===== config.mk =====
export PLATFORM = sky130hd
export DESIGN_NAME = pidd_queue
export DESIGN_NICKNAME = d
export VERILOG_FILES = /design/src/rtl/core/pidd_pkg.sv /design/src/rtl/core/pidd_queue.sv
export SDC_FILE = /design/constraint.sdc
export NUM_CORES = 1
export LEC_CHECK = 0
export ABC_CLOCK_PERIOD_IN_PS = 14300
export BUFFER_PORTS_ARGS = -buffer_cell sky130_fd_sc_hd__buf_2
export CAP_MARGIN = 0
export CORE_ASPECT_RATIO = 1.5
export CORE_UTILIZATION = 56
export CTS_CLUSTER_DIAMETER = 100
export DETAILED_ROUTE_END_ITERATION = 16
export GPL_ROUTABILITY_DRIVEN = 0
export HOLD_SLACK_MARGIN = 0.06
export PLACE_DENSITY = 0.83
export REMOVE_ABC_BUFFERS = 1
export SYNTH_ARGS = -nofsm -noshare
export SYNTH_HDL_FRONTEND = slang
export SYNTH_SLANG_ARGS = --single-unit

===== constraint.sdc =====
create_clock -name clock -period 14.3 [get_ports clock]
set_input_delay 2.86 -clock clock [delete_from_list [all_inputs] [get_ports clock]]
set_output_delay 2.86 -clock clock [all_outputs]
set_load 0.02 [all_outputs]

===== src/rtl/core/pidd_pkg.sv =====
package pidd_pkg;

   localparam int NUM_PORTS         = 4;
   localparam int PINS_PER_PORT     = 32;
   localparam int TOTAL_PINS        = NUM_PORTS * PINS_PER_PORT;
   localparam int PIN_IDX_BITS      = $clog2(TOTAL_PINS);
   localparam int PORT_BIT_BITS     = $clog2(PINS_PER_PORT);
   localparam int TIME_BITS         = 48;
   localparam int EVENT_PIN_BITS    = 7;
   localparam int QUEUE_DEPTH       = 2;
   localparam int QPTR_BITS         = $clog2(QUEUE_DEPTH);
   localparam int QCNT_BITS         = $clog2(QUEUE_DEPTH + 1);
   localparam logic [31:0] DEFAULT_THRESHOLD = 32'd200000;

   localparam logic [1:0] OP_SET_THRESHOLD = 2'd0;
   localparam logic [1:0] OP_ARM           = 2'd1;
   localparam logic [1:0] OP_SERVICE       = 2'd2;

   typedef enum logic [2:0] {
      KIND_NOP,
      KIND_THRESH,
      KIND_ARM,
      KIND_DISARM,
      KIND_SERVICE
   } kind_type;

   typedef enum logic [1:0] {
      ST_IDLE,
      ST_SCAN,
      ST_CHECK,
      ST_FINISH
   } back_state_type;

   typedef struct packed {
      kind_type                 kind;
      logic [PIN_IDX_BITS-1:0]  idx;
      logic [31:0]              ticks;
      logic [1:0]               port;
      logic [31:0]              pending;
      logic [31:0]              level;
      logic [TIME_BITS-1:0]     now;
   } q_entry_type;

   typedef struct packed {
      logic full;
      logic empty;
   } q_stat_type;

   typedef struct packed {
      logic                     found;
      logic [PORT_BIT_BITS-1:0] bit_idx;
   } scan_hit_type;

   // priority encoder, lowest set bit wins
   function automatic scan_hit_type lowest_set(input logic [PINS_PER_PORT-1:0] v);
      scan_hit_type hit;
      hit.found   = 1'b0;
      hit.bit_idx = '0;
      for (int i = PINS_PER_PORT - 1; i >= 0; i--) begin
         if (v[i]) begin
            hit.found   = 1'b1;
            hit.bit_idx = PORT_BIT_BITS'(i);
         end
      end
      return hit;
   endfunction

endpackage


===== src/rtl/core/pidd_queue.sv =====
module pidd_queue
   import pidd_pkg::*;
(
   input  logic        clock,
   input  logic        reset,
   input  logic        q_push,
   input  q_entry_type q_entry,
   input  logic        q_pop,
   output q_entry_type q_head,
   output q_stat_type  q_stat
);

   q_entry_type          entries_ff [QUEUE_DEPTH];
   logic [QPTR_BITS-1:0] wr_ptr_ff, wr_ptr_in;
   logic [QPTR_BITS-1:0] rd_ptr_ff, rd_ptr_in;
   logic [QCNT_BITS-1:0] count_ff, count_in;

   assign q_stat.full  = count_ff == QCNT_BITS'(QUEUE_DEPTH);
   assign q_stat.empty = count_ff == '0;
   assign q_head       = entries_ff[rd_ptr_ff];

   always_comb begin
      wr_ptr_in = wr_ptr_ff;
      rd_ptr_in = rd_ptr_ff;
      count_in  = count_ff;
      if (q_push) begin
         wr_ptr_in = (wr_ptr_ff == QPTR_BITS'(QUEUE_DEPTH - 1)) ? '0 : wr_ptr_ff + 1'b1;
      end
      if (q_pop) begin
         rd_ptr_in = (rd_ptr_ff == QPTR_BITS'(QUEUE_DEPTH - 1)) ? '0 : rd_ptr_ff + 1'b1;
      end
      if (q_push && !q_pop) begin
         count_in = count_ff + QCNT_BITS'(1);
      end else if (q_pop && !q_push) begin
         count_in = count_ff - QCNT_BITS'(1);
      end
   end

   always_ff @(posedge clock) begin
      if (reset) begin
         wr_ptr_ff <= '0;
         rd_ptr_ff <= '0;
         count_ff  <= '0;
      end else begin
         wr_ptr_ff <= wr_ptr_in;
         rd_ptr_ff <= rd_ptr_in;
         count_ff  <= count_in;
      end
   end

   always_ff @(posedge clock) begin
      if (q_push) entries_ff[wr_ptr_ff] <= q_entry;
   end

endmodule


; ---- Word level (Yosys, flattened, before mapping)
; Memories as Yosys holds them, arrays and structs flattened. A register that Yosys moved wholly into a read port is not among the register bits.
; Index checks and enable logic that the tools add are counted.
[word_totals]
ff_bits = 4
ramBits = 312
inputBits = 160
output_inout_bits = 158
mem_count = 1
[memory_table]
columns = memory, depth, width, read_ports, rd_ports_with_merged_regs, wr, line
row1 = entries_ff, 2, 156, 1, 1, 1, pidd_queue.sv:13  ; q_entry_type entries_ff [QUEUE_DEPTH];
[classes]
n_addsub = 4
n_eq_ne = 1
n_mux = 8
n_reduce_logical = 6
[ops]
columns = op, count
row1 = two-way mux 1 bit, 6
row2 = two-way mux 2 bit, 2
row3 = "adder 1 bit, second input constant", 2
row4 = "adder 2 x 1 -> 2 bit, second input constant", 1
row5 = "equality test 2 bit, second input constant", 1
row6 = logical AND 1 bit, 2
row7 = logical NOT 1 bit, 2
row8 = logical NOT 2 bit, 1
row9 = nonzero test 2 bit, 1
row10 = "subtractor 2 x 1 -> 2 bit, second input constant", 1

; ---- Logic depth before layout (Yosys ltp)
[logic_depth]
word_depth = 4
depth_mapped = 5
depth_no_buf = 5

; ---- Worst setup path before layout
; OpenSTA, ideal clock, no wires.
[synth_timing]
kind = input -> register
start = input port q_push
end = memory entries_ff[0][0] in the netlist's numbering, enable pin
t_arrival_ps = 9604
required_ps = 13607
slack_ps = 4003
path_stages = 1
n_path_buf = 0
cell_sequence = nor2b_1
[synth_between]
elab_chain_cells = 2
[synth_lines]
columns = element, line
row1 = "start, declared", pidd_queue.sv:6  ; input logic q_push,
row2 = two-way mux 1 bit, pidd_queue.sv:52  ; if (q_push) entries_ff[wr_ptr_ff] <= q_entry;
row3 = two-way mux 1 bit (implied by the code), pidd_queue.sv:52
row4 = "end, declared", pidd_queue.sv:13
; No other way between the ends.

==> impl_results.md <==
* Drt pass-1 iters at 4
* Clock sink count at 317
* Hold depth at 2
* Required @ worst endpoint at 11.44 ns
* DR vias at 5,950
* Final non-filler cell total at 1,129
* Drt drc at 0
* Layout cells sized above 1 at 0.608
* M1 WL at 7.36 mm
* Gr usage total at 0.203
* Worst hold slack at 0.516 ns
* Period utilization at 0.420
* Post-cts resize count at 0
* Max cap viols at 0
* Crit path time final at 6.01 ns
* Status: finished clean
* Placed instance count at 1,071
* Finished Core Util at 0.713
* Top cells by area, synth: edfxtp_1, mux2_2, buf_6
* Clk root buf: clkbuf_16
* # IOs at 318
* Layout area overhead at 23.5%
* Final Slew Violations at 0
* Clock skew at 0.00736 ns
* CP Max Fanout at 84
* Initial core utilization at 0.578
* Met2 wire length at 12.1 mm
* Vias per inst at 5.27
* Crit path DAT at 3.15 ns
* Post-Syn Instances at 507
* Max IR drop VDD at 0.121 mV
* Final worst slack at 8.29 ns
* Setup TNS at 0 ns
* Pre-CTS WS at 8.78 ns
* Ys async rst share at 0
* Fmax at 0.166 GHz
* EDFF count, synth at 312
* Crit path launch type: flop
* H-tree depth at 1
* Port Buf Inserts at 317
* Placed cell area at 13,300 sq um
* Ys Warns at 0
* CTS tree: yes
* Hold Fails Final Rpt at 0
* Vias in the first global route at 6,242
* Sequential share of the synthesized area at 0.822
* Post-synthesis area per instance at 22.7 sq um
* Antenna violations before repair at 7
* Cell area after synthesis at 11,500 sq um
* Clock edge transition at the registers on the reported setup and hold paths at 0.07 ns
* Metal3 WL at 1.60 mm
* Tot Pwr at 2.10 mW
* Pin count of the biggest net entering global routing at 87
* Power Dens Cells at 147 nW/um^2
* Nets at 1,003
* CTS buffer count at 29
* Hpwl dp at 14.6 mm
* Total gr overflow at 0
* Worst-skew pair later-pin latency at 0.53 ns
* Netlist cell types at 16
* Worst hold path class: reg -> reg
* Post-Route WL at 22.1 mm
* Clk buf depth at 3
* Postcts setup bufs at 0
* Die height at 178 um
* Top-count cell post-synth: edfxtp_1
* Synth Register Bits at 317
* # setup viols final at 0
* Slew margin rel. at 0.255
* Cell accounting for the most synthesized area: edfxtp_1
* Avg WL per Cell at 19.5 um
* Leakage at 5.33 nW
* Antenna Nets Post-Route at 0
* Die width at 119 um
* Core area at 19,900 sq um
* Highest metal used: met5
* Cts-stage hold buffer count at 0
* Row count at 63
* DR iter-0 viols at 397
* Final Cell Area at 14,200 sq um
* Synth cell count leaders: edfxtp_1, mux2_2, buf_6, dfxtp_1, nor2_1
* Die footprint at 21,200 sq um
* Number of cells on the worst reg-to-reg path at 2
* Kind of end point of the critical path: primary output
* Crit Path Class: reg -> out
* RSZ-0062 raised after global routing: false
* Share of the synthesized area in the top cell type at 0.813
* Global-route wire length before repair at 32.4 mm
* Post-synth top flop: edfxtp_1
* Actual slew at the worst max-slew pin at 1.12 ns
## power breakdown
part	total [mW]	internal (mW)	switching (mW)	leakage [nW]
Clock	0.741	0.425	0.316	0.454
Sequential	1.11	1.09	0.0204	2.97
Combinational	0.249	0.0997	0.149	1.91
## registers in the layout, indices dropped and copies added, names as in the netlist, named ones only
| signal | count |
|---|---|
| entries_ff | 312 |
| rd_ptr_ff | 1 |
| count_ff | 2 |
| wr_ptr_ff | 1 |
## placed cells by master, fill, tap and decap left out, types with 2 or more instances in the layout
cell type and count:
mux2_2 156, edfxtp_1 312, diode_2 6, clkinv_1 4, xnor2_1 2, buf_4 4, buf_2 317, clkinvlp_4 2
clkbuf_1 3, clkbuf_16 29, xor2_1 2, clkinv_2 9, bufinv_16 3, nor2_1 5, dfxtp_1 4
## metal layers
layer | track usage | vias to the layer above
li1 | - | 2699
met1 | 0.214 | 2938
met2 | 0.371 | 245
met3 | 0.0472 | 66
met4 | 0.110 | 2
met5 | 0 | -
## cell type report
type                            instances  area (sq um)
Timing Repair Buffer                  321          1620
Sequential cell                       317          9470
Multi-Input combinational cell        172          1870
Clock inverter                         20           183
Inverter                                1          3.75
Clock buffer                           32           737
Fill cell                            1228          5720
Antenna cell                            6          15.0
Tap cell                              260           325
## critical path, cell delays in order (launching register included)
cell and delay, ns:
dfxtp_4 0.98, buf_4 0.97, mux2_2 0.44, buf_2 0.16
## logic make-up (layout without fill, tap and decap cells)
family / after synthesis / in the layout / share of synthesized area
other: 0 / 6 / 0
flip-flops: 317 / 317 / 0.822
AND/OR/NAND/NOR: 9 / 9 / 0.00391
multiplexers: 156 / 156 / 0.153
adder cells (fa/ha/maj): 1 / 1 / 0.00109
XOR/XNOR: 4 / 4 / 0.00304
buffers and inverters: 18 / 374 / 0.0164
AO/OA/AOI/OAI: 2 / 2 / 0.000868
## worst paths after layout
kind / from / endpoint / slack (ns)
worst max-delay path: flop / q_head[87] / 8.29
worst min-delay path: rd_ptr_ff / rd_ptr_ff / 0.52
worst max register to register: wr_ptr_ff / entries_ff[1][107] / 11.63
worst min register to register: rd_ptr_ff / rd_ptr_ff / 0.52
Note: power is estimated with default switching activity, not from simulation.
