**src/rtl/core/pidd_pkg.sv**
```systemverilog
package pidd_pkg;

   localparam int NUM_PORTS         = 4;
   localparam int PINS_PER_PORT     = 32;
   localparam int TOTAL_PINS        = NUM_PORTS * PINS_PER_PORT;
   localparam int PIN_IDX_BITS      = $clog2(TOTAL_PINS);
   localparam int PORT_BIT_BITS     = $clog2(PINS_PER_PORT);
   localparam int TIME_BITS         = 48;
   localparam int EVENT_PIN_BITS    = 7;
   localparam int QUEUE_DEPTH       = 2;
   localparam int QPTR_BITS         = $clog2(QUEUE_DEPTH);
   localparam int QCNT_BITS         = $clog2(QUEUE_DEPTH + 1);
   localparam logic [31:0] DEFAULT_THRESHOLD = 32'd200000;

   localparam logic [1:0] OP_SET_THRESHOLD = 2'd0;
   localparam logic [1:0] OP_ARM           = 2'd1;
   localparam logic [1:0] OP_SERVICE       = 2'd2;

   typedef enum logic [2:0] {
      KIND_NOP,
      KIND_THRESH,
      KIND_ARM,
      KIND_DISARM,
      KIND_SERVICE
   } kind_type;

   typedef enum logic [1:0] {
      ST_IDLE,
      ST_SCAN,
      ST_CHECK,
      ST_FINISH
   } back_state_type;

   typedef struct packed {
      kind_type                 kind;
      logic [PIN_IDX_BITS-1:0]  idx;
      logic [31:0]              ticks;
      logic [1:0]               port;
      logic [31:0]              pending;
      logic [31:0]              level;
      logic [TIME_BITS-1:0]     now;
   } q_entry_type;

   typedef struct packed {
      logic full;
      logic empty;
   } q_stat_type;

   typedef struct packed {
      logic                     found;
      logic [PORT_BIT_BITS-1:0] bit_idx;
   } scan_hit_type;

   // priority encoder, lowest set bit wins
   function automatic scan_hit_type lowest_set(input logic [PINS_PER_PORT-1:0] v);
      scan_hit_type hit;
      hit.found   = 1'b0;
      hit.bit_idx = '0;
      for (int i = PINS_PER_PORT - 1; i >= 0; i--) begin
         if (v[i]) begin
            hit.found   = 1'b1;
            hit.bit_idx = PORT_BIT_BITS'(i);
         end
      end
      return hit;
   endfunction

endpackage

```
**src/rtl/core/pidd_front.sv**
```systemverilog
module pidd_front
   import pidd_pkg::*;
(
   input  logic                 req_valid,
   output logic                 req_stall,
   input  logic [1:0]           req_operation,
   input  logic [6:0]           req_pin,
   input  logic [31:0]          req_debounce_ticks,
   input  logic                 req_enable,
   input  logic [1:0]           req_port,
   input  logic [31:0]          req_pending_bits,
   input  logic [31:0]          req_level_bits,
   input  logic [TIME_BITS-1:0] req_now,
   input  q_stat_type           q_stat,
   output logic                 q_push,
   output q_entry_type          q_entry
);

   logic pin_ok;
   logic port_ok;

   assign pin_ok    = 9'(req_pin) < 9'(TOTAL_PINS);
   assign port_ok   = 4'(req_port) < 4'(NUM_PORTS);
   assign req_stall = q_stat.full;
   assign q_push    = req_valid && !q_stat.full;

   always_comb begin
      q_entry.kind    = KIND_NOP;
      q_entry.idx     = PIN_IDX_BITS'(req_pin);
      q_entry.ticks   = req_debounce_ticks;
      q_entry.port    = req_port;
      q_entry.pending = req_pending_bits;
      q_entry.level   = req_level_bits;
      q_entry.now     = req_now;
      case (req_operation)
         OP_SET_THRESHOLD: begin
            if (pin_ok) q_entry.kind = KIND_THRESH;
         end
         OP_ARM: begin
            if (pin_ok) q_entry.kind = req_enable ? KIND_ARM : KIND_DISARM;
         end
         OP_SERVICE: begin
            // base index of the port's first pin
            q_entry.idx = PIN_IDX_BITS'({req_port, {PORT_BIT_BITS{1'b0}}});
            if (port_ok) q_entry.kind = KIND_SERVICE;
         end
         default: begin
            q_entry.kind = KIND_NOP;
         end
      endcase
   end

endmodule

```
**config.mk**
```make
export PLATFORM = sky130hd
export DESIGN_NAME = pidd_front
export DESIGN_NICKNAME = d
export VERILOG_FILES = /design/src/rtl/core/pidd_pkg.sv /design/src/rtl/core/pidd_front.sv
export SDC_FILE = /design/constraint.sdc
export NUM_CORES = 1
export LEC_CHECK = 0
export ABC_CLOCK_PERIOD_IN_PS = 1700
export BUFFER_PORTS_ARGS = -buffer_cell sky130_fd_sc_hd__buf_2
export CAP_MARGIN = 10
export CORE_AREA = 8 8 117 119
export DETAILED_ROUTE_END_ITERATION = 16
export DIE_AREA = 0 0 125 127
export SLEW_MARGIN = 10
export SYNTH_ARGS = -nofsm -noshare
export SYNTH_HDL_FRONTEND = slang
export SYNTH_SLANG_ARGS = --single-unit
```
**constraint.sdc**
```tcl
create_clock -name vclk -period 1.7
set_clock_uncertainty 0.05 [all_clocks]
set_input_delay 0.34 -clock vclk [all_inputs]
set_output_delay 0.34 -clock vclk [all_outputs]
set_load 0.02 [all_outputs]
```
### Word-level counts from Yosys, hierarchy flattened

Index checks and enable logic that the tools add are counted.

| word-level totals | value |
|---|---|
| register bits | 0 |
| output and inout port bits | 158 |
| word-level logic and storage cells | 8 |
| bits of input ports | 159 |

| cells by class | value |
|---|---|
| reduce and logical (&&, ||, !) cells | 3 |
| muxes and demuxes | 3 |
| equal/unequal tests | 2 |

Operators by type and width:

| cell | count |
|---|---|
| $pmux W3 S3 | 1 |
| $mux W7 | 1 |
| $eq A2 B1 Y1 const B | 1 |
| $eq A2 B2 Y1 const B | 1 |
| $logic_not A2 Y1 | 1 |
| $logic_and A1 B1 Y1 | 1 |
| $logic_not A1 Y1 | 1 |
| $mux W1 | 1 |

### Logic depth before layout (Yosys ltp)

Gate-level depths: netlist of the first run.

| depth | value |
|---|---|
| depth after elaboration | 2 |
| depth in mapped cells | 2 |
| gate-level depth less buffers | 2 |

### Worst setup path after synthesis of the first run

No wires, ideal clock.

| path | value |
|---|---|
| path type | input-to-output |
| start point | input port req_operation[0] |
| end point | output port q_entry[151] in the netlist's numbering |
| arrival time | 0.823 ns |
| slack | 0.487 ns |
| stages | 2 |
| required time | 1.310 ns |
| path buffers | 0 |
| cell sequence | nand2b_4 mux2_4 |

RTL lines:

| item | line | text |
|---|---|---|
| start, declared | pidd_front.sv:6 | `input logic [1:0] req_operation,` |
| end, declared | pidd_front.sv:16 | `output q_entry_type q_entry` |

==> out/metrics.cfg, run 1 <==
[status]
status=finished clean

[placement]
portBuffers=28
place_area_um2=429
place.gp.congestion=0.635

[cells_and_area]
nets=201
clockBufferCount=0
antennaDiodeCount=0
final_layout_size_suffix_gt1_share_pct=92.5
syn2layout_area_growth_pct=-64.5
seq_cells=0
seqCellArea_um2=0
finalInstanceArea_um2=429

[global_route]
grt_pass1_vias=522
antenna_found_initial=0
grt_max_degree=9
grt_usage_pct=3.85
grt_pass1_wl_mm=4.31
gr-total-overflow=0

[cts]
postCtsSetupBuffers=0
cts_resized=0
cts_hold_buf=0

[sta]
setup_viol=0
fmax_mhz=683
finalMaxSlewViolations=0
rsz0062_at_grt=false
max_slew.worst_pin.slew_ps=129
period_minus_slack_ps=1460
slew_headroom_pct=91.5
finalCritPeriodShare_pct=86.1
hold_viol_final=0
holdWs_ps=630
tns_ps=0

[floorplan]
die_area_mm2=0.0159
die_x_um=125
coreArea_mm2=0.0118
ioPinCount=317
initial_core_util_pct=10.2
fp-row-count=40
die_y_um=127

[detailed_routing]
wl_per_cell_um=19.8
postRouteAntennaNets=0
vias_per_cell=2.26
firstDrtPassIters=2
num_vias=423
drc=0
drt-initial-drc-count=6
drt-total-wl_mm=3.71

[worst_setup_path]
cp_cell_sequence=buf_2, nand2b_4, mux2_4, buf_2
cp_data_arrival_time_ps=1070
max_stage_delay_ps=300
start_kind=primary input
required_ps=1310
worstPathMaxFanout=8
worst_path_max_delay_cell=mux2_4
path_common_cell=buf_2
endpoint_kind=output port
path_class=in -> out

[synthesis]
synth_top_cell_by_area=buf_4
postSynthAreaPerCell_um2=7.60
synth_top_area_share_pct=91.3
ys_warn_count=0
syn-cell-area_mm2=0.00121
synth_cell_types=8
syn-instance-count=159
ys_top_cells_by_area=buf_4, and2_2, mux2_4, nand2b_4, and2b_2
syn_nets=318
yosysSeqAreaShare_pct=0

[hold_path]
hold_class=in -> out

[flow_run]
maxCapViolCount=0

[power]
p_leak_nw=0.174
max-vdd-ir-drop_uv=18.3
p_total_mw=0.0862
power_density_mw_per_mm2=201

## cell usage in the layout, fill, tap and decap left out
cell,n
buf_2,28
nand2b_4,1
and2_2,5
and2b_2,1
mux2_4,2
inv_1,1
nor2b_1,1
a21oi_1,1
## critical path: cells and delay by family
kind,cells,cell delay (ps)
mux,1,300
buf+inv,2,270
simple gates,1,170
## synth_stat cells
library cell,count
inv_1,1
and2_2,5
buf_4,147
nor2b_1,1
and2b_2,1
a21oi_1,1
mux2_4,2
nand2b_4,1
## layout make-up
type | count | area, um^2
Fill cell | 1414 | 11400
Inverter | 1 | 3.75
Multi-Input combinational cell | 11 | 101
Tap cell | 147 | 184
Timing Repair Buffer | 28 | 140
## stage by stage
| step | util [%] | worst slack [ps] | instances |
|---|---|---|---|
| 2_1_floorplan | - | 487 | 159 |
| 3_3_place_gp | 3.63 | 235 | 187 |
| 3_5_place_dp | 3.63 | 230 | 187 |
| 4_1_cts | 3.63 | 227 | 187 |
| 5_1_grt | 3.63 | 203 | 187 |
| 6_report | 3.63 | 237 | 187 |
## path summary, 6_finish.rpt
path / startpoint / endpoint / slack (ps) / cells past startpoint
setup / recovery: req_operation[0] / q_entry[151] / 240 / 4
hold / removal: req_debounce_ticks[1] / q_entry[115] / 630 / 0
## report_power, final
group	internal [mW]	leakage, nW	switching [mW]	total, mW
clock	0	0	0	0
combinational	0.0396	0.174	0.0466	0.0862
sequential	0	0	0	0
total	0.0396	0.174	0.0466	0.0862
## cells by family after synthesis
group / Yosys count / share of synthesized area [%]
simple gates: 8 / 5.49
compound gates: 1 / 0.414
buf+inv: 148 / 91.6
mux: 2 / 2.48
## layer usage
metal | vias to the layer above | share of wire [%] | track usage, %
li1 | 94 | - | -
met1 | 93 | 8.7 | 0.781
met2 | 152 | 36 | 4.51
met3 | 84 | 38 | 6.70
met4 | 0 | 17 | 7.31
met5 | - | 0 | 0
Note: power is estimated with default switching activity, not from simulation.
==> run 2: changes to the inputs <==
--- a/config.mk
+++ b/config.mk
@@ -11,6 +11,7 @@
 export CORE_AREA = 8 8 117 119
 export DETAILED_ROUTE_END_ITERATION = 16
 export DIE_AREA = 0 0 125 127
+export GPL_TIMING_DRIVEN = 0
 export SLEW_MARGIN = 10
 export SYNTH_ARGS = -nofsm -noshare
 export SYNTH_HDL_FRONTEND = slang
==> run 2 against run 1 <==
Wire length increased by 83%. Critical path type unchanged. Final area rose to 5.3 times the previous value. Critical endpoint unchanged. Via count rose to 3.3 times the previous value.
==> out/metrics.cfg, run 2 (synthesis gave the netlist of run 1 again) <==
[global_route]
antenna_found_initial=0  ; unchanged
grt_pass1_vias=1640  ; +210%
gr-total-overflow=0  ; unchanged
grt_max_degree=9  ; unchanged
grt_pass1_wl_mm=9.40  ; +120%
grt_usage_pct=7.09  ; +3.2 points

[sta]
finalCritPeriodShare_pct=86.6  ; +0.47 points
period_minus_slack_ps=1470  ; +8.00 ps
rsz0062_at_grt=false
finalMaxSlewViolations=0  ; unchanged
setup_viol=0  ; unchanged
max_slew.worst_pin.slew_ps=169  ; +40.2 ps
fmax_mhz=680  ; -0.54%
slew_headroom_pct=88.8  ; -2.7 points
holdWs_ps=849  ; +219 ps
layout_setup_ws_ps=229  ; -8.00 ps
hold_viol_final=0  ; unchanged
tns_ps=0  ; unchanged

[worst_setup_path]
start_kind=primary input
path_common_cell=buf_2
endpoint_kind=output port
cp_cell_sequence=buf_2, nand2b_4, mux2_4, buf_2
cp_data_arrival_time_ps=1080  ; about the same
crit_buf_inv=2  ; unchanged
max_stage_delay_ps=300  ; about the same
worstPathMaxFanout=8  ; unchanged
cp.depth=4  ; unchanged
required_ps=1310  ; about the same
crit_family=multiplexers
worst_path_max_delay_cell=mux2_4
path_class=in -> out

[floorplan]
fp-row-count=40  ; unchanged
ioPinCount=317  ; unchanged
coreArea_mm2=0.0118  ; unchanged
die_x_um=125  ; unchanged
die_y_um=127  ; unchanged
die_area_mm2=0.0159  ; unchanged
initial_core_util_pct=10.2  ; unchanged

[placement]
hpwl_mm=6.58
portBuffers=172  ; +510%
numPlacedInstances=478  ; +160%
place.gp.congestion=0.770  ; +21%
dp_slack_ps=218  ; -12.1 ps
place_area_mm2=0.00225  ; +430%

[hold_path]
min-delay-start=req_now[0]
hold_class=in -> out
holdPathStages=2  ; +2
holdPathEnd=q_entry[0]

[cells_and_area]
n_fill_cell=1303  ; -7.9%
final_cell_mix=buf_2, buf_4, and2_2
seqCellArea_um2=0  ; unchanged
finalInstanceArea_mm2=0.00225  ; +430%
final_layout_size_suffix_gt1_share_pct=99.1  ; +6.6 points
syn2layout_area_growth_pct=86.4
final_core_util_pct=19.1  ; +15 points
final_common_cell=buf_2
antennaDiodeCount=0  ; unchanged
seq_cells=0  ; unchanged
nets=492  ; +140%
clockBufferCount=0  ; unchanged
layout.cells.non_filler=478  ; +160%

[cts]
cts_hold_buf=0  ; unchanged
postCtsSetupBuffers=0  ; unchanged
cts_resized=0  ; unchanged

[power]
p_total_mw=0.765  ; +790%
max-vdd-ir-drop_uv=99.5  ; +440%
power_density_mw_per_mm2=339  ; +69%
p_leak_nw=1.45  ; +730%

[detailed_routing]
firstDrtPassIters=4  ; +2
drc=0  ; unchanged
wl_per_cell_um=14.2  ; -28%
vias_per_cell=2.95  ; +30%
num_vias=1409  ; +230%
postRouteAntennaNets=0  ; unchanged
drt-initial-drc-count=28  ; +22
drt-total-wl_mm=6.79  ; +83%

[flow_run]
maxCapViolCount=0  ; unchanged

[status]
status=finished clean

run 2: changes by cell type in the layout (fill, tap and decap cells not counted), sizes merged:
| cell | previous run | this run |
|---|---|---|
| buf | 28 | 319 |
run 2: report_power, final:
part / internal (mW) / switching (mW)
Combinational: 0.368 / 0.397
Sequential: 0 / 0
Clock: 0 / 0
run 2: cell type report:
class                           count  area (um^2)  area share [%]
Buffer                            147         1100            49.0
Timing Repair Buffer              172          861            38.2
Tap cell                          147          184            8.16
Multi-Input combinational cell     11          101            4.50
Inverter                            1         3.75           0.167
run 2: worst max path at each step:
stage,to,from
final,q_entry[151],req_operation[0]
after global routing,q_entry[151],req_operation[0]
after CTS,q_entry[152],req_operation[0]
after detailed placement,q_entry[152],req_operation[0]
after global placement,q_entry[152],req_operation[0]
after floorplan,q_entry[151],req_operation[0]
run 2: metal layers:
metal / part of all wire, % / up-vias / GRT usage (%)
li1: - / 676 / -
met1: 34 / 549 / 7.17
met2: 51 / 184 / 13.6
met3: 15 / 0 / 3.49
met4: 0 / 0 / 0
met5: 0 / - / 0
